[src/rtl/bpc_pkg.sv]
// Shared types and constants for the button press classifier.
package bpc_pkg;

  // Configuration register width and port index width
  localparam int CFG_W     = 16;
  localparam int CFG_IDX_W = 2;

  // Register indexes on the configuration port
  localparam logic [CFG_IDX_W-1:0] REG_DEBOUNCE    = 2'd0;
  localparam logic [CFG_IDX_W-1:0] REG_SHORT_LIMIT = 2'd1;
  localparam logic [CFG_IDX_W-1:0] REG_LONG_HOLD   = 2'd2;

  // Register values after reset
  localparam logic [CFG_W-1:0] DEBOUNCE_RST    = 16'd40;
  localparam logic [CFG_W-1:0] SHORT_LIMIT_RST = 16'd1500;
  localparam logic [CFG_W-1:0] LONG_HOLD_RST   = 16'd5000;

  // Default width of the debounce and hold counters
  localparam int COUNT_BITS_DEF = 16;

  // One tick item
  typedef struct packed {
    logic raw_level;
    logic take_short;
    logic take_long;
  } in_item_t;

  // One result item
  typedef struct packed {
    logic stable_level;
    logic press_taken;
    logic long_press_taken;
    logic short_waiting;
    logic long_waiting;
  } out_item_t;

  // Current register settings
  typedef struct packed {
    logic [CFG_W-1:0] debounce_ticks;
    logic [CFG_W-1:0] short_limit_ticks;
    logic [CFG_W-1:0] long_hold_ticks;
  } cfg_regs_t;

endpackage

[src/rtl/button_press_classifier.sv]
// Top level of the button press classifier: item registers around the core.
//
// Each tick item is taken into an input register; its debounce and hold
// update is then done in a single pass and the result lands in a result
// register once that register is free or draining: one item per cycle
// while out_stall is low. The counter and flag update between those two
// registers sets the rate. While a result waits, the input register still
// takes one more item; in_stall rises only when both registers are full and
// out_stall is high. Configuration writes land at once and are meant for
// idle periods only.
module button_press_classifier #(
  parameter int COUNT_BITS = bpc_pkg::COUNT_BITS_DEF
) (
  input  logic                           clk,
  input  logic                           rst_n,
  input  logic                           in_valid,
  output logic                           in_stall,
  input  bpc_pkg::in_item_t              in_data,
  output logic                           out_valid,
  input  logic                           out_stall,
  output bpc_pkg::out_item_t             out_data,
  input  logic                           cfg_we,
  input  logic [bpc_pkg::CFG_IDX_W-1:0]  cfg_index,
  input  logic [bpc_pkg::CFG_W-1:0]      cfg_data
);
  import bpc_pkg::*;

  cfg_regs_t  regs;
  in_item_t   in_item_r;
  logic       in_v_r;
  out_item_t  result;
  out_item_t  out_item_r;
  logic       out_v_r;
  logic       adv;

  bpc_cfg u_cfg (
    .clk       (clk),
    .rst_n     (rst_n),
    .cfg_we    (cfg_we),
    .cfg_index (cfg_index),
    .cfg_data  (cfg_data),
    .regs      (regs)
  );

  bpc_core #(
    .COUNT_BITS (COUNT_BITS)
  ) u_core (
    .clk    (clk),
    .rst_n  (rst_n),
    .adv    (adv),
    .item   (in_item_r),
    .regs   (regs),
    .result (result)
  );

  // Move the held item on when the result register is free or draining
  assign adv      = in_v_r && (!out_v_r || !out_stall);
  assign in_stall = in_v_r && !adv;

  // Input register
  always_ff @(posedge clk) begin
    if (!rst_n) begin
      in_v_r <= 1'b0;
    end else if (!in_stall) begin
      in_v_r <= in_valid;
    end
  end

  always_ff @(posedge clk) begin
    if (!in_stall) begin
      in_item_r <= in_data;
    end
  end

  // Result register
  always_ff @(posedge clk) begin
    if (!rst_n) begin
      out_v_r <= 1'b0;
    end else if (adv) begin
      out_v_r <= 1'b1;
    end else if (!out_stall) begin
      out_v_r <= 1'b0;
    end
  end

  always_ff @(posedge clk) begin
    if (adv) begin
      out_item_r <= result;
    end
  end

  assign out_valid = out_v_r;
  assign out_data  = out_item_r;

endmodule

[src/rtl/bpc_cfg.sv]
// Configuration register file for the button press classifier.
module bpc_cfg (
  input  logic                           clk,
  input  logic                           rst_n,
  input  logic                           cfg_we,
  input  logic [bpc_pkg::CFG_IDX_W-1:0]  cfg_index,
  input  logic [bpc_pkg::CFG_W-1:0]      cfg_data,
  output bpc_pkg::cfg_regs_t             regs
);
  import bpc_pkg::*;

  cfg_regs_t regs_r;
  cfg_regs_t regs_nxt;

  // Decode the write; unknown indexes are dropped
  always_comb begin
    regs_nxt = regs_r;
    if (cfg_we) begin
      unique case (cfg_index)
        REG_DEBOUNCE:    regs_nxt.debounce_ticks    = cfg_data;
        REG_SHORT_LIMIT: regs_nxt.short_limit_ticks = cfg_data;
        REG_LONG_HOLD:   regs_nxt.long_hold_ticks   = cfg_data;
        default:         regs_nxt = regs_r;
      endcase
    end
  end

  always_ff @(posedge clk) begin
    if (!rst_n) begin
      regs_r.debounce_ticks    <= DEBOUNCE_RST;
      regs_r.short_limit_ticks <= SHORT_LIMIT_RST;
      regs_r.long_hold_ticks   <= LONG_HOLD_RST;
    end else begin
      regs_r <= regs_nxt;
    end
  end

  assign regs = regs_r;

endmodule

[src/rtl/bpc_core.sv]
// Debounce, hold timing and press flag state with its one-pass update.
module bpc_core #(
  parameter int COUNT_BITS = bpc_pkg::COUNT_BITS_DEF
) (
  input  logic                clk,
  input  logic                rst_n,
  input  logic                adv,
  input  bpc_pkg::in_item_t   item,
  input  bpc_pkg::cfg_regs_t  regs,
  output bpc_pkg::out_item_t  result
);
  import bpc_pkg::*;

  // Compare width wide enough for both counters and registers
  localparam int CMP_W = (COUNT_BITS > CFG_W) ? COUNT_BITS : CFG_W;

  logic                  stable_r,        stable_nxt;
  logic                  change_active_r, change_active_nxt;
  logic [COUNT_BITS-1:0] change_elapsed_r, change_elapsed_nxt;
  logic                  press_seen_r,    press_seen_nxt;
  logic [COUNT_BITS-1:0] held_r,          held_nxt;
  logic                  long_done_r,     long_done_nxt;
  logic                  short_flag_r,    short_flag_nxt;
  logic                  long_flag_r,     long_flag_nxt;

  logic [COUNT_BITS-1:0] change_inc;
  logic                  got_short;
  logic                  got_long;

  // Saturating increment of the change counter
  assign change_inc = (change_elapsed_r == '1) ? change_elapsed_r
                                               : change_elapsed_r + 1'b1;

  // Advance the state by one tick
  always_comb begin
    stable_nxt         = stable_r;
    change_active_nxt  = change_active_r;
    change_elapsed_nxt = change_elapsed_r;
    press_seen_nxt     = press_seen_r;
    held_nxt           = held_r;
    long_done_nxt      = long_done_r;
    short_flag_nxt     = short_flag_r;
    long_flag_nxt      = long_flag_r;
    got_short          = 1'b0;
    got_long           = 1'b0;

    // hold counter runs once a press has been seen
    if (press_seen_r && (held_r != '1)) begin
      held_nxt = held_r + 1'b1;
    end

    // debounce the raw level
    if (item.raw_level != stable_r) begin
      if (!change_active_r) begin
        change_active_nxt  = 1'b1;
        change_elapsed_nxt = '0;
      end else if (CMP_W'(change_inc) >= CMP_W'(regs.debounce_ticks)) begin
        stable_nxt         = item.raw_level;
        change_active_nxt  = 1'b0;
        change_elapsed_nxt = '0;
        if (item.raw_level) begin
          press_seen_nxt = 1'b1;
          held_nxt       = '0;
          long_done_nxt  = 1'b0;
        end else if (press_seen_r && !long_done_r &&
                     (CMP_W'(held_nxt) < CMP_W'(regs.short_limit_ticks))) begin
          short_flag_nxt = 1'b1;
        end
      end else begin
        change_elapsed_nxt = change_inc;
      end
    end else begin
      change_active_nxt  = 1'b0;
      change_elapsed_nxt = '0;
    end

    // fire the long press once per press
    if (stable_nxt && press_seen_nxt && !long_done_nxt &&
        (CMP_W'(held_nxt) >= CMP_W'(regs.long_hold_ticks))) begin
      long_done_nxt = 1'b1;
      long_flag_nxt = 1'b1;
    end

    // take requests consume pending flags
    if (item.take_short && short_flag_nxt) begin
      short_flag_nxt = 1'b0;
      got_short      = 1'b1;
    end
    if (item.take_long && long_flag_nxt) begin
      long_flag_nxt = 1'b0;
      got_long      = 1'b1;
    end
  end

  // Result of this tick
  always_comb begin
    result.stable_level     = stable_nxt;
    result.press_taken      = got_short;
    result.long_press_taken = got_long;
    result.short_waiting    = short_flag_nxt;
    result.long_waiting     = long_flag_nxt;
  end

  // Commit the state when the item moves on
  always_ff @(posedge clk) begin
    if (!rst_n) begin
      stable_r         <= 1'b0;
      change_active_r  <= 1'b0;
      change_elapsed_r <= '0;
      press_seen_r     <= 1'b0;
      held_r           <= '0;
      long_done_r      <= 1'b0;
      short_flag_r     <= 1'b0;
      long_flag_r      <= 1'b0;
    end else if (adv) begin
      stable_r         <= stable_nxt;
      change_active_r  <= change_active_nxt;
      change_elapsed_r <= change_elapsed_nxt;
      press_seen_r     <= press_seen_nxt;
      held_r           <= held_nxt;
      long_done_r      <= long_done_nxt;
      short_flag_r     <= short_flag_nxt;
      long_flag_r      <= long_flag_nxt;
    end
  end

  // A short press is only flagged on an accepted release
  a_short_on_release: assert property (@(posedge clk) disable iff (!rst_n)
    $rose(short_flag_r) |-> $fell(stable_r))
    else $error("short flag rose without a release");

  // A long press flag always marks its press as done
  a_long_marks_done: assert property (@(posedge clk) disable iff (!rst_n)
    $rose(long_flag_r) |-> long_done_r)
    else $error("long flag rose without long_done");

  // The hold counter stays at zero until the first press
  a_held_idle: assert property (@(posedge clk) disable iff (!rst_n)
    !press_seen_r |-> (held_r == '0))
    else $error("hold counter moved before any press");

endmodule
[config.mk]
export PLATFORM = sky130hd
export DESIGN_NAME = button_press_classifier
export DESIGN_NICKNAME = d
export VERILOG_FILES = /design/src/rtl/bpc_pkg.sv /design/src/rtl/button_press_classifier.sv /design/src/rtl/bpc_cfg.sv /design/src/rtl/bpc_core.sv
export SDC_FILE = /design/constraint.sdc
export NUM_CORES = 1
export LEC_CHECK = 0
export BUFFER_PORTS_ARGS = -buffer_cell sky130_fd_sc_hd__buf_2
export CELL_PAD_IN_SITES_DETAIL_PLACEMENT = 0
export CELL_PAD_IN_SITES_GLOBAL_PLACEMENT = 1
export CORE_MARGIN = 2
export CORE_UTILIZATION = 46
export CTS_CLUSTER_DIAMETER = 30
export CTS_CLUSTER_SIZE = 24
export DETAILED_ROUTE_END_ITERATION = 7
export GPL_TIMING_DRIVEN = 0
export PLACE_DENSITY = 0.8
export SETUP_SLACK_MARGIN = 0.05
export SLEW_MARGIN = 10
export SYNTH_ARGS = -nofsm -noshare
export SYNTH_HDL_FRONTEND = slang
export SYNTH_SLANG_ARGS = --single-unit
[constraint.sdc]
create_clock -name clk -period 5.95 [get_ports clk]
set_input_delay 1.4875 -clock clk [delete_from_list [all_inputs] [get_ports clk]]
set_output_delay 1.4875 -clock clk [all_outputs]
set_load 0.01 [all_outputs]
==> results.txt, run 1 <==
----------------------------------------------------
[Power]
  Relative contribution of combinational cells to total power ... around 7.7%
  Portion of total power attributed to the clock network ... between 40% and 50%
  Leak ... between 2 and 3 nW
  Net load switching power ... about 360 uW
  Internal power of the cells ... a little over 1 mW
  Switching portion of total power ... about 26%
  Flop pwr share ... just under 50%
  Power density normalized to cell area ... 220.2 mW/mm^2
  Worst IR drop on VDD ... about 170 uV

[GRT]
  Number of antenna violations at the first check in global routing ... 0
  Pin count of the biggest net entering global routing ... 19
  Total routing resource utilization after global routing ... 24.99%
  Aggregate global routing overflow ... 0
  First-pass GRT wire length ... roughly 25,000 um
  Via count of the first global-routing pass ... 5,010

[Cells and area]
  Ant. Diodes ... 0
  Post-Route Utilization ... 52.81%
  Final cell area excluding filler cells ... 0.006344 sq mm
  Proportion of layout cells with a drive suffix above 1 ... 9.909%
  Area Growth Syn to Fin ... 11.75%
  Number of nets in the layout ... approximately 840
  Total of fill cells in the finished design ... 1,203

[Timing]
  Fin worst setup slack ... approximately 0.68 ns
  Final count of pins violating max slew ... 0
  Setup TNS ... 0 ns
  Max-Slew Margin vs Limit ... between 30% and 40%
  Maximum clock skew at final layout ... approximately 0.008 ns
  Setup repair after global routing missed its margin ... no
  Time the final worst path needs with I/O delays and setup ... roughly 5.3 ns
  Timing-limited maximum frequency ... around 0.19 GHz
  Actual slew at the worst max-slew pin ... 0.9642 ns
  Fin Hold WS ... 0.4579 ns
  Period utilisation layout ... between 80% and 90%
  Count of final setup violators ... 0
  Final count of hold timing violations ... 0

[Clocking]
  Clock net sink count ... 96
  Clock tree root driver cell ... sky130_fd_sc_hd__clkbuf_16
  H-Tree Depth ... 3
  Source-to-sink clock delay at the later pin of the worst-skew pair ... ~0.36 ns
  Cts bufs inserted ... 9
  Worst-case clock buffer depth ... 2
  TritonCTS clock tree ... built
  Quantity of hold-fixing buffers added after cts ... 0
  Clock slew at the register clock pins of the worst setup and hold paths ... ~0.070 ns

[Floorplanning]
  Effective utilization at floorplan ... 47.26%
  Row cnt ... 40
  I/O pin total ... 33
  Die area ... between 0.01 and 0.015 sq mm
  Horizontal die dimension ... 115.1 um
  Std-Cell Core Area ... 0.01201 sq mm
  Die Y ... ~120 um

[Setup path]
  Class of the most critical setup path ... flop to flop
  CP Launch Type ... flop
  Critical path fanouts, max ... 10
  Type of element capturing the critical path ... flop
  CP Data Arrival Time ... 5.37 ns
  Critical path required time ... 6.05 ns
  Reg2reg setup slack ... about 0.68 ns

[Logic synthesis]
  Share of Yosys cell area claimed by the top area cell type ... 31.03%
  Average cell area after synthesis ... slightly below 8 sq um
  Top cells by area in the synthesized netlist ... sky130_fd_sc_hd__dfxtp_1, sky130_fd_sc_hd__ha_1, sky130_fd_sc_hd__nand2_1
  Proportion of synthesized chip area in sequential cells ... 35.27%
  Synthesized netlist net count ... approximately 790
  Share of async-settable or async-resettable flops after synthesis ... 0%
  Largest area contributor in the synthesized netlist ... sky130_fd_sc_hd__dfxtp_1
  Number of distinct library cells after synthesis ... 66
  Post-synthesis sequential element count ... between 90 and 100
  YS warnings ... 0
  Number of flops mapped to enable cells by yosys ... 8
  Post-synthesis cell area ... approximately 0.0057 sq mm
  Ys flop type ... sky130_fd_sc_hd__dfxtp_1
  Gate count of the mapped netlist ... around 700

[Drt]
  Routed vias/inst ... roughly 5.7
  DRC violations left ... 0
  Vias after detailed routing ... approximately 5,200
  Wire length reported by the detailed router ... roughly 16,000 um
  Number of routed nets with antenna violations ... 0
  Number of detailed-routing iterations run before antenna repair ... 5
  Routed length per placed instance ... 17.01 um
  Iteration-0 DRC Markers ... ~390

[Status]
  Result of the run ... complete, no violations

[Place]
  Placer Congestion ... roughly 0.84
  Post-DP Area ... 0.006021 sq mm
  Worst Setup Slack post-DPL ... around 0.5 ns
  IO buf count ... 32
  Post-DP HPWL ... 11,920 um

[Worst hold path]
  Hold Path Class ... flop to flop

[Flow run]
  Max Cap Violations ... 0

----------------------------------------------------
[cell type report]
| cell class | instances | area, sq um | area share (%) |
|---|---|---|---|
| multi-input combinational | 521 | 3289 | 51.85 |
| sequential | 96 | 2002 | 31.56 |
| clock buffer | 9 | 225.2 | 3.550 |
| inverter | 71 | 266.5 | 4.201 |
| timing repair buffer | 32 | 160.2 | 2.525 |
| buffer | 31 | 132.6 | 2.091 |
| clock inverter | 7 | 83.83 | 1.321 |
| tap | 147 | 183.9 | 2.899 |
[through the flow]
stage | power [mW] | std cells
after floorplan | 0.7546 | 719
after global placement | 0.7951 | 898
after detailed placement | 0.7985 | 898
after CTS | 1.410 | 914
after global routing | 1.449 | 914
final | 1.397 | 914
[layer usage]
metal / share of wire, % / track usage [%] / vias up
met5: 0 / 0 / -
met3: 4.1 / 5.061 / 19
met2: 48 / 42.47 / 108
met4: 1.7 / 7.952 / 0
met1: 46 / 31.93 / 2445
li1: - / - / 2603
[worst paths after layout]
| kind | from | to | cells after the start |
|---|---|---|---|
| worst max-delay path | u_core.change_elapsed_r[0]$_SDFFE_PN0P_ | out_data[2]$_DFFE_PP_ | 20 |
| worst min-delay path | u_cfg.regs[43]$_SDFFE_PN0P_ | u_cfg.regs[43]$_SDFFE_PN0P_ | 2 |
| worst max register to register | u_core.change_elapsed_r[0]$_SDFFE_PN0P_ | out_data[2]$_DFFE_PP_ | 20 |
| worst min register to register | u_cfg.regs[43]$_SDFFE_PN0P_ | u_cfg.regs[43]$_SDFFE_PN0P_ | 2 |
[cell usage in the layout (no fill, tap or decap), types with 4 or more instances in the layout]
master,n
sky130_fd_sc_hd__xor2_1,12
sky130_fd_sc_hd__nor2_1,30
sky130_fd_sc_hd__ha_1,49
sky130_fd_sc_hd__nand2_1,127
sky130_fd_sc_hd__a31oi_1,14
sky130_fd_sc_hd__nand2b_1,4
sky130_fd_sc_hd__nor4_1,4
sky130_fd_sc_hd__nor2b_1,4
sky130_fd_sc_hd__nand3_1,38
sky130_fd_sc_hd__dfxtp_1,88
sky130_fd_sc_hd__inv_1,70
sky130_fd_sc_hd__o21a_1,7
sky130_fd_sc_hd__xnor2_1,13
sky130_fd_sc_hd__nand4_1,13
sky130_fd_sc_hd__and3_1,7
sky130_fd_sc_hd__a21oi_1,62
sky130_fd_sc_hd__and4_1,4
sky130_fd_sc_hd__o21ai_0,27
sky130_fd_sc_hd__clkbuf_16,9
sky130_fd_sc_hd__clkbuf_1,21
sky130_fd_sc_hd__nor3_1,14
sky130_fd_sc_hd__buf_2,38
sky130_fd_sc_hd__and2_1,10
sky130_fd_sc_hd__edfxtp_1,8
sky130_fd_sc_hd__o211ai_1,19
sky130_fd_sc_hd__a211oi_1,7
[kinds of logic after synthesis]
group           count (synthesis)  synth area share (%)
mux                             5                0.9477
simple gates                  274                 22.92
xor+xnor                       25                 3.857
compound gates                168                 19.18
fa+ha+maj                      49                 10.80
flops                          96                 35.27
buf+inv                       102                 7.031
[critical path: stages, from the launching register on]
cell                       delay, ns
sky130_fd_sc_hd__dfxtp_1        0.42
sky130_fd_sc_hd__ha_1           0.27
sky130_fd_sc_hd__nand3_1        0.20
sky130_fd_sc_hd__nor3_2         0.38
sky130_fd_sc_hd__nand2_1        0.27
sky130_fd_sc_hd__xnor2_1        0.26
sky130_fd_sc_hd__ha_1           0.26
sky130_fd_sc_hd__nand2b_4       0.13
sky130_fd_sc_hd__a2111o_1       0.47
sky130_fd_sc_hd__a31o_2         0.30
sky130_fd_sc_hd__o21ai_1        0.19
sky130_fd_sc_hd__clkbuf_2       0.27
sky130_fd_sc_hd__nand2_1        0.12
sky130_fd_sc_hd__inv_1          0.08
sky130_fd_sc_hd__ha_1           0.24
sky130_fd_sc_hd__a21oi_1        0.15
sky130_fd_sc_hd__nand2_1        0.06
sky130_fd_sc_hd__a211oi_1       0.45
sky130_fd_sc_hd__nand3_1        0.20
sky130_fd_sc_hd__a21oi_1        0.21
sky130_fd_sc_hd__nor3_1         0.08
[cell usage after synthesis (3+ instances only)]
cell                       instances
sky130_fd_sc_hd__and3_1            7
sky130_fd_sc_hd__buf_2             6
sky130_fd_sc_hd__a22o_1            3
sky130_fd_sc_hd__o21ai_0          27
sky130_fd_sc_hd__or4_1             3
sky130_fd_sc_hd__nand2_1         127
sky130_fd_sc_hd__nand2b_1          4
sky130_fd_sc_hd__a21oi_1          62
sky130_fd_sc_hd__a211oi_1          7
sky130_fd_sc_hd__o21a_1            7
sky130_fd_sc_hd__nand3_1          38
sky130_fd_sc_hd__inv_1            70
sky130_fd_sc_hd__mux2_2            3
sky130_fd_sc_hd__and4_1            4
sky130_fd_sc_hd__edfxtp_1          8
sky130_fd_sc_hd__and2_1           10
sky130_fd_sc_hd__dfxtp_1          88
sky130_fd_sc_hd__nand3b_1          3
sky130_fd_sc_hd__nor2_1           30
sky130_fd_sc_hd__nor3_1           14
sky130_fd_sc_hd__a31oi_1          14
sky130_fd_sc_hd__xor2_1           12
sky130_fd_sc_hd__o211ai_1         19
sky130_fd_sc_hd__nor4_1            5
sky130_fd_sc_hd__nor2b_1           4
sky130_fd_sc_hd__clkbuf_1         21
sky130_fd_sc_hd__xnor2_1          13
sky130_fd_sc_hd__nand4_1          13
sky130_fd_sc_hd__ha_1             49
[repair_timing]
item | 4_1_cts | 5_1_grt
resized for setup | 0 | 2
endpoints found under the setup margin | 0 | 2
buffers inserted | 0 | 0
hold endpoints to repair | 0 | 0
[sequential cells by signal (all words and copies together), names as in the netlist]
name	cells
out_valid	1
u_core.press_seen_r	1
in_item_r	3
u_core.held_r	16
u_core.change_active_r	1
u_cfg.regs	48
u_core.change_elapsed_r	16
in_v_r	1
u_core.long_done_r	1
out_data	5
u_core.stable_r	1
u_core.long_flag_r	1
u_core.short_flag_r	1
[power groups by stage]
| stage | Clock (mW) | Combinational [mW] | Sequential [mW] |
|---|---|---|---|
| final | 0.613 | 0.108 | 0.676 |
| after detailed placement | 0 | 0.108 | 0.691 |
| after global routing | 0.649 | 0.122 | 0.678 |
| after global placement | 0 | 0.105 | 0.690 |
| after CTS | 0.626 | 0.108 | 0.676 |
| after floorplan | 0 | 0.0653 | 0.689 |
(Power assumes the default switching activity.)
==> run 2: changes to the inputs <==
--- a/config.mk
+++ b/config.mk
@@ -5,18 +5,20 @@
 export SDC_FILE = /design/constraint.sdc
 export NUM_CORES = 1
 export LEC_CHECK = 0
+export ABC_CLOCK_PERIOD_IN_PS = 5950
 export BUFFER_PORTS_ARGS = -buffer_cell sky130_fd_sc_hd__buf_2
 export CELL_PAD_IN_SITES_DETAIL_PLACEMENT = 0
 export CELL_PAD_IN_SITES_GLOBAL_PLACEMENT = 1
 export CORE_MARGIN = 2
-export CORE_UTILIZATION = 46
+export CORE_UTILIZATION = 45
 export CTS_CLUSTER_DIAMETER = 30
 export CTS_CLUSTER_SIZE = 24
 export DETAILED_ROUTE_END_ITERATION = 7
 export GPL_TIMING_DRIVEN = 0
-export PLACE_DENSITY = 0.8
+export PLACE_DENSITY = 0.77
 export SETUP_SLACK_MARGIN = 0.05
 export SLEW_MARGIN = 10
 export SYNTH_ARGS = -nofsm -noshare
 export SYNTH_HDL_FRONTEND = slang
+export SYNTH_HIERARCHICAL = 1
 export SYNTH_SLANG_ARGS = --single-unit
==> results.txt, run 2 <==
----------------------------------------------------
[GRT]
  Number of antenna violations at the first check in global routing ... 0 (unchanged)
  Pin count of the biggest net entering global routing ... 17 (-2)
  First-pass GRT wire length ... 25,650 um (+1.1%)
  Total routing resource utilization after global routing ... 22.74% (-2.2 points)
  Aggregate global routing overflow ... 0 (unchanged)
  Via count of the first global-routing pass ... 5,116 (+2.1%)

[Cells and area]
  Sequential cell area ... 0.002002 sq mm (unchanged)
  Commonest cells after routing, fill and taps aside ... sky130_fd_sc_hd__dfxtp_1, sky130_fd_sc_hd__nand2_1, sky130_fd_sc_hd__inv_1
  Area Growth Syn to Fin ... 11.50%
  Proportion of layout cells with a drive suffix above 1 ... 12.79% (+2.9 points)
  Number of nets in the layout ... 805 (-3.8%)
  Flip-flop count of the largest register, all copies and words added ... 48 (unchanged)
  Area taken by multi-input logic gates ... 0.003597 sq mm (+9.4%)
  Leading cell type in the layout, fill and taps excluded ... sky130_fd_sc_hd__dfxtp_1
  Ant. Diodes ... 0 (unchanged)
  Total of fill cells in the finished design ... 1,257 (+4.5%)

[Timing]
  Setup TNS ... 0 ns (unchanged)
  Final count of pins violating max slew ... 0 (unchanged)
  Final count of hold timing violations ... 0 (unchanged)
  Period utilisation layout ... 90.36% (+1.8 points)
  Timing-limited maximum frequency ... 0.1860 GHz (-2.0%)
  Maximum clock skew at final layout ... 0.006011 ns (-0.001773 ns)
  Time the final worst path needs with I/O delays and setup ... 5.377 ns (+0.1098 ns)
  Setup repair after global routing missed its margin ... no
  Max-Slew Margin vs Limit ... 59.26% (+24 points)
  Count of final setup violators ... 0 (unchanged)
  Actual slew at the worst max-slew pin ... 0.6016 ns (-0.3626 ns)

[Power]
  Switching portion of total power ... 25.37% (-0.44 points)
  Total power after layout ... 1.365 mW (-2.3%)
  Portion of total power attributed to the clock network ... 42.3% (-1.6 points)
  Internal power of the cells ... 1.019 mW (-1.7%)
  Power density normalized to cell area ... 202.4 mW/mm^2 (-8.1%)
  Net load switching power ... 346.3 uW (-4.0%)
  Leak ... 3.032 nW (+13%)
  Flop pwr share ... 49.6% (+1.2 points)
  Worst IR drop on VDD ... 164.1 uV (-4.8%)
  Relative contribution of combinational cells to total power ... 8.1% (+0.4 points)

[Worst hold path]
  Hold path startpoint ... u_cfg/regs[1]$_SDFFE_PN0P_
  Destination of the worst hold path ... u_cfg/regs[1]$_SDFFE_PN0P_
  Hold Path Class ... flop to flop
  Hold path depth ... 2 (unchanged)

[Floorplanning]
  Row cnt ... 42 (+5.0%)
  I/O pin total ... 33 (unchanged)
  Effective utilization at floorplan ... 45.85% (-1.4 points)
  Horizontal die dimension ... 119.9 um (+4.2%)
  Std-Cell Core Area ... 0.01319 sq mm (+9.8%)
  Die Y ... 119.9 um (+4.2%)
  Die area ... 0.01438 sq mm (+8.6%)

[Clocking]
  Cts bufs inserted ... 9 (unchanged)
  Source-to-sink clock delay at the later pin of the worst-skew pair ... 0.35 ns (about the same)
  TritonCTS clock tree ... built
  Clock tree root driver cell ... sky130_fd_sc_hd__clkbuf_16
  Clock slew at the register clock pins of the worst setup and hold paths ... 0.07 ns (about the same)
  H-Tree Depth ... 3 (unchanged)
  Number of setup buffers added after CTS ... 0 (unchanged)
  Clock net sink count ... 96 (unchanged)
  Worst-case clock buffer depth ... 2 (unchanged)

[Setup path]
  Critical path fanouts, max ... 10 (unchanged)
  Endpoint of the most critical register-to-register path ... out_data[2]$_DFFE_PP_
  Crit-path leading delay family ... compound AO/OA/AOI/OAI gates
  R2r worst-path depth ... 23 (+15%)
  CP Data Arrival Time ... 5.61 ns (+0.24 ns)
  Cell-by-cell trace of the critical path ... ha_1, nand3_2, nor4_4, nor2b_1, buf_2, nor2_1, xor2_1, ha_1, a211oi_1, o21ai_1, a221oi_2, o21ai_4, clkbuf_2, nand2_1, nand2_1, ha_1, nor2b_1, o21ai_0, a21oi_1, o21ai_1, o22ai_1, nor3b_1, buf_4
  CP Launch Type ... flop
  Critical path required time ... 6.18 ns (+0.13 ns)
  CP dominant cell by count ... sky130_fd_sc_hd__ha_1
  Type of element capturing the critical path ... flop
  Reg-to-reg startpoint ... u_core/change_elapsed_r[0]$_SDFFE_PN0P_
  Reg2reg setup slack ... 0.57 ns (-0.11 ns)
  Buffers plus inverters on the worst setup path ... 3 (+1)
  Largest stage delay on the critical path ... 0.46 ns (about the same)
  Class of the most critical setup path ... flop to flop
  Max stage delay cell, worst path ... sky130_fd_sc_hd__a221oi_2

[Place]
  Post-DP HPWL ... 12,160 um (+2.0%)
  Placer Congestion ... 0.8709 (+3.3%)
  IO buf count ... 32 (unchanged)

[Logic synthesis]
  Post-synthesis sequential element count ... 96 (unchanged)
  Post-synthesis cell area ... 0.006048 sq mm (+6.5%)
  Gate count of the mapped netlist ... 686 (-4.6%)
  Average cell area after synthesis ... 8.817 sq um (+12%)
  Top cells by area in the synthesized netlist ... sky130_fd_sc_hd__dfxtp_1, sky130_fd_sc_hd__ha_1, sky130_fd_sc_hd__mux2i_1
  Number of distinct library cells after synthesis ... 75 (+14%)
  Share of Yosys cell area claimed by the top area cell type ... 29.13% (-1.9 points)
  Number of flops mapped to enable cells by yosys ... 8 (unchanged)
  Cell types with the highest counts after synthesis ... sky130_fd_sc_hd__dfxtp_1, sky130_fd_sc_hd__nand2_1, sky130_fd_sc_hd__inv_1, sky130_fd_sc_hd__ha_1, sky130_fd_sc_hd__mux2i_1
  YS warnings ... 6 (+6)
  Synthesized netlist net count ... 761 (-4.2%)
  Ys flop type ... sky130_fd_sc_hd__dfxtp_1
  Proportion of synthesized chip area in sequential cells ... 33.10% (-2.2 points)
  Largest area contributor in the synthesized netlist ... sky130_fd_sc_hd__dfxtp_1
  Share of async-settable or async-resettable flops after synthesis ... 0% (unchanged)
  Most repeated cell in the gate-level netlist after synthesis ... sky130_fd_sc_hd__dfxtp_1

[Drt]
  Iteration-0 DRC Markers ... 363 (-7.9%)
  Number of routed nets with antenna violations ... 0 (unchanged)
  DRC violations left ... 0 (unchanged)
  Routed vias/inst ... 5.549 (-2.0%)
  Number of detailed-routing iterations run before antenna repair ... 5 (unchanged)
  Vias after detailed routing ... 5,055 (-2.3%)
  Routed length per placed instance ... 16.96 um (-0.32%)
  Wire length reported by the detailed router ... 15,450 um (-0.64%)

[Status]
  Result of the run ... complete, no violations

[Flow run]
  Max Cap Violations ... 0 (unchanged)

----------------------------------------------------
## run 2: cell types whose count changed after synthesis, moves of 10 or more
cell	delta
sky130_fd_sc_hd__o21ai_0	-11
sky130_fd_sc_hd__a31oi_1	-11
sky130_fd_sc_hd__mux2i_1	+40
sky130_fd_sc_hd__nand3_1	-17
sky130_fd_sc_hd__a22o_1	+11
sky130_fd_sc_hd__a21o_1	+10
sky130_fd_sc_hd__a21boi_1	+12
sky130_fd_sc_hd__a21oi_1	-38
sky130_fd_sc_hd__nor2b_1	+16
sky130_fd_sc_hd__inv_1	-12
sky130_fd_sc_hd__nor2_1	-12
sky130_fd_sc_hd__nand2_1	-42
## run 2: area by class of cell
| class | instances | share of cell area, % |
|---|---|---|
| plain buffers | 41 | 3.525 |
| clock buffers | 11 | 3.748 |
| clock inverters | 5 | 0.5566 |
| inverters | 61 | 3.395 |
| multi-input cells | 488 | 53.34 |
| flip-flops and latches | 96 | 29.68 |
| well taps | 176 | 3.265 |
| repair buffers | 33 | 2.486 |
## run 2: metal layers
metal / part of all wire (%) / global-route usage, % / vias up
li1: - / - / 2522
met1: 48 / 30.71 / 2411
met2: 46 / 36.79 / 98
met3: 3.5 / 3.755 / 24
met4: 2.5 / 7.794 / 0
met5: 0 / 0 / -
## run 2: through the flow
| stage | setup slack, ns | util [%] | instance area, sq um | instances | hold slack (ns) |
|---|---|---|---|---|---|
| global route | 0.1018 | 51.13 | 6744 | 911 | 0.4888 |
| detailed placement | 0.2987 | 48.80 | 6436 | 895 | 0.4539 |
| finish | 0.5733 | 51.13 | 6744 | 911 | 0.4622 |
| floorplan | 1.415 | - | 6048 | 686 | 0.4347 |
| CTS | 0.2480 | 51.00 | 6726 | 911 | 0.4639 |
| global placement | 0.2479 | 48.74 | 6429 | 894 | 0.4450 |
## run 2: timing repair
item	4_1_cts	5_1_grt
hold buffers	0	0
endpoints found under the setup margin	0	4
gates resized for setup	0	5
## run 2: tightest hold or removal path, cell delays in order (launching register included)
cell	delay [ns]
sky130_fd_sc_hd__dfxtp_1	0.31
sky130_fd_sc_hd__nand2_1	0.05
sky130_fd_sc_hd__mux2i_1	0.06
## run 2: how the worst max path moves through the flow
stage,startpoint,endpoint,slack (ns),cells after the start
global placement,u_core/change_elapsed_r[0]$_SDFFE_PN0P_,out_data[2]$_DFFE_PP_,0.25,23
finish,u_core/change_elapsed_r[0]$_SDFFE_PN0P_,out_data[2]$_DFFE_PP_,0.57,23
floorplan,u_core/change_elapsed_r[0]$_SDFFE_PN0P_,out_data[2]$_DFFE_PP_,1.41,23
detailed placement,u_core/change_elapsed_r[0]$_SDFFE_PN0P_,u_core/long_flag_r$_SDFFE_PN0P_,0.30,22
global route,u_core/change_elapsed_r[0]$_SDFFE_PN0P_,out_data[2]$_DFFE_PP_,0.10,23
CTS,u_core/change_elapsed_r[0]$_SDFFE_PN0P_,out_data[2]$_DFFE_PP_,0.25,23
## run 2: cells by family (layout without fill, tap and decap cells)
group	Yosys count	in the layout	synth area share (%)
fa+ha+maj	49	49	10.14
xor+xnor	23	23	3.331
mux	48	48	8.192
flops	96	96	33.10
buf+inv	102	151	7.695
compound gates	138	138	16.26
simple gates	230	230	21.29
## run 2: power groups by stage
stage	clock network (mW)	logic, mW	registers, mW
global route	0.619	0.124	0.678
floorplan	0	0.0721	0.688
CTS	0.590	0.111	0.676
finish	0.578	0.111	0.676
detailed placement	0	0.110	0.691
global placement	0	0.106	0.691
==> run 3: changes to the inputs <==
--- a/config.mk
+++ b/config.mk
@@ -5,7 +5,7 @@
 export SDC_FILE = /design/constraint.sdc
 export NUM_CORES = 1
 export LEC_CHECK = 0
-export ABC_CLOCK_PERIOD_IN_PS = 5950
+export ABC_CLOCK_PERIOD_IN_PS = 6100
 export BUFFER_PORTS_ARGS = -buffer_cell sky130_fd_sc_hd__buf_2
 export CELL_PAD_IN_SITES_DETAIL_PLACEMENT = 0
 export CELL_PAD_IN_SITES_GLOBAL_PLACEMENT = 1
@@ -16,7 +16,6 @@
 export DETAILED_ROUTE_END_ITERATION = 7
 export GPL_TIMING_DRIVEN = 0
 export PLACE_DENSITY = 0.77
-export SETUP_SLACK_MARGIN = 0.05
 export SLEW_MARGIN = 10
 export SYNTH_ARGS = -nofsm -noshare
 export SYNTH_HDL_FRONTEND = slang
==> constraint.sdc (replaced) <==
create_clock -name clk -period 6.1 [get_ports clk]
set_input_delay 1.525 -clock clk [delete_from_list [all_inputs] [get_ports clk]]
set_output_delay 1.525 -clock clk [all_outputs]
set_load 0.01 [all_outputs]
==> results.txt, run 3 (synthesized netlist as in run 2, its figures left out) <==
----------------------------------------------------
[Clocking]
  Clock slew at the register clock pins of the worst setup and hold paths ... 0.07 ns (about the same)
  Cts bufs inserted ... 9 (unchanged)
  Clock tree root driver cell ... sky130_fd_sc_hd__clkbuf_16
  Source-to-sink clock delay at the later pin of the worst-skew pair ... 0.35 ns (about the same)
  TritonCTS clock tree ... built
  Post_cts resized ... 0 (unchanged)
  Clock net sink count ... 96 (unchanged)
  H-Tree Depth ... 3 (unchanged)
  Quantity of hold-fixing buffers added after cts ... 0 (unchanged)
  Worst-case clock buffer depth ... 2 (unchanged)
  Number of setup buffers added after CTS ... 0 (unchanged)

[Setup path]
  Reg2reg setup slack ... 0.52 ns (-0.05 ns)
  CP Launch Type ... flop
  Type of element capturing the critical path ... flop
  Class of the most critical setup path ... flop to flop
  Critical path fanouts, max ... 10 (unchanged)
  CP Data Arrival Time ... 5.81 ns (+0.20 ns)
  Critical path required time ... 6.33 ns (+0.15 ns)

[Timing]
  Setup repair after global routing missed its margin ... no
  Actual slew at the worst max-slew pin ... 0.6023 ns (+0.0007039 ns)
  Timing-limited maximum frequency ... 0.1792 GHz (-3.6%)
  Count of final setup violators ... 0 (unchanged)
  Max-Slew Margin vs Limit ... 59.21% (about the same)
  Period utilisation layout ... 91.46% (+1.1 points)
  Final count of hold timing violations ... 0 (unchanged)
  Final count of pins violating max slew ... 0 (unchanged)
  Time the final worst path needs with I/O delays and setup ... 5.579 ns (+0.2023 ns)
  Maximum clock skew at final layout ... 0.005985 ns (-0.00002562 ns)
  Fin Hold WS ... 0.4622 ns (+0.000004000 ns)
  Setup TNS ... 0 ns (unchanged)

[Place]
  Cell count after placement ... 895 (unchanged)
  Post-DP Area ... 0.006436 sq mm (unchanged)
  Placer Congestion ... 0.8709 (unchanged)
  IO buf count ... 32 (unchanged)
  Post-DP HPWL ... 12,160 um (unchanged)

[Power]
  Total power after layout ... 1.332 mW (-2.4%)
  Worst IR drop on VDD ... 160.1 uV (-2.5%)
  Power density normalized to cell area ... 197.7 mW/mm^2 (-2.3%)
  Leak ... 3.015 nW (-0.54%)

[Floorplanning]
  I/O pin total ... 33 (unchanged)
  Die Y ... 119.9 um (unchanged)
  Die area ... 0.01438 sq mm (unchanged)
  Effective utilization at floorplan ... 45.85% (unchanged)
  Std-Cell Core Area ... 0.01319 sq mm (unchanged)
  Horizontal die dimension ... 119.9 um (unchanged)
  Row cnt ... 42 (unchanged)

[Drt]
  Number of detailed-routing iterations run before antenna repair ... 5 (unchanged)
  Number of routed nets with antenna violations ... 0 (unchanged)
  DRC violations left ... 0 (unchanged)
  Iteration-0 DRC Markers ... 365 (+0.55%)
  Routed vias/inst ... 5.543 (about the same)
  Routed length per placed instance ... 16.95 um (about the same)
  Vias after detailed routing ... 5,050 (-0.099%)
  Wire length reported by the detailed router ... 15,440 um (about the same)

[GRT]
  Pin count of the biggest net entering global routing ... 17 (unchanged)
  Via count of the first global-routing pass ... 5,116 (unchanged)
  Number of antenna violations at the first check in global routing ... 0 (unchanged)
  First-pass GRT wire length ... 25,650 um (unchanged)
  Total routing resource utilization after global routing ... 22.74% (unchanged)
  Aggregate global routing overflow ... 0 (unchanged)

[Cells and area]
  Commonest cells after routing, fill and taps aside ... sky130_fd_sc_hd__dfxtp_1, sky130_fd_sc_hd__nand2_1, sky130_fd_sc_hd__inv_1
  Flip-flop count of the largest register, all copies and words added ... 48 (unchanged)
  Final cell area excluding filler cells ... 0.006735 sq mm (-0.13%)
  Ant. Diodes ... 0 (unchanged)
  Area Growth Syn to Fin ... 11.36%
  Leading cell type in the layout, fill and taps excluded ... sky130_fd_sc_hd__dfxtp_1
  Number of standard cells in the layout, taps in and fillers out ... 911 (unchanged)
  Proportion of layout cells with a drive suffix above 1 ... 12.79% (unchanged)
  Number of nets in the layout ... 805 (unchanged)

[Worst hold path]
  Hold Path Class ... flop to flop

[Status]
  Result of the run ... complete, no violations

[Flow run]
  Max Cap Violations ... 0 (unchanged)

----------------------------------------------------
[run 3: worst max-delay path, stage by stage, from the launching register on]
cell                       delay [ns]
sky130_fd_sc_hd__dfxtp_1         0.44
sky130_fd_sc_hd__ha_1            0.24
sky130_fd_sc_hd__nand3_2         0.20
sky130_fd_sc_hd__nor4_2          0.46
sky130_fd_sc_hd__nor2b_1         0.23
sky130_fd_sc_hd__buf_2           0.24
sky130_fd_sc_hd__nor2_1          0.09
sky130_fd_sc_hd__xor2_1          0.19
sky130_fd_sc_hd__ha_1            0.28
sky130_fd_sc_hd__a211oi_1        0.24
sky130_fd_sc_hd__o21ai_1         0.13
sky130_fd_sc_hd__a221oi_2        0.46
sky130_fd_sc_hd__o21ai_4         0.19
sky130_fd_sc_hd__clkbuf_2        0.23
sky130_fd_sc_hd__nand2_1         0.19
sky130_fd_sc_hd__nand2_1         0.09
sky130_fd_sc_hd__ha_1            0.28
sky130_fd_sc_hd__nor2b_1         0.04
sky130_fd_sc_hd__o21ai_0         0.21
sky130_fd_sc_hd__a21oi_1         0.10
sky130_fd_sc_hd__o21ai_0         0.42
sky130_fd_sc_hd__o22ai_1         0.18
sky130_fd_sc_hd__nor3b_1         0.20
sky130_fd_sc_hd__buf_4           0.13
[run 3: layout make-up]
class | count | area, sq um
fillers | 1258 | 6455
multi-input cells | 488 | 3588
flip-flops and latches | 96 | 2002
clock buffers | 11 | 252.7
plain buffers | 41 | 237.7
inverters | 61 | 229.0
well taps | 176 | 220.2
repair buffers | 33 | 167.7
clock inverters | 5 | 37.54
[run 3: through the flow]
step	utilization (%)	worst slack, ns
after CTS	51.00	0.3980
final	51.06	0.5211
after floorplan	-	1.565
after detailed placement	48.80	0.4487
after global placement	48.74	0.3979
after global routing	51.06	0.04806
[run 3: where the power goes]
| group | internal [mW] | switching, mW |
|---|---|---|
| logic | 0.0412 | 0.0671 |
| registers | 0.650 | 0.00981 |
| clock network | 0.302 | 0.261 |
| total | 0.994 | 0.338 |
[run 3: layer usage]
layer / global-route usage [%] / part of all wire, % / vias to the layer above
met5: 0 / 0 / -
met3: 3.755 / 3.4 / 24
li1: - / - / 2522
met4: 7.794 / 2.5 / 0
met1: 30.71 / 48 / 2415
met2: 36.79 / 46 / 89
[run 3: final timing paths]
check	from	end	depth (start not counted)
worst max-delay path	u_core/change_elapsed_r[0]$_SDFFE_PN0P_	out_data[2]$_DFFE_PP_	23
worst min-delay path	u_cfg/regs[1]$_SDFFE_PN0P_	u_cfg/regs[1]$_SDFFE_PN0P_	2
worst max register to register	u_core/change_elapsed_r[0]$_SDFFE_PN0P_	out_data[2]$_DFFE_PP_	23
worst min register to register	u_cfg/regs[1]$_SDFFE_PN0P_	u_cfg/regs[1]$_SDFFE_PN0P_	2
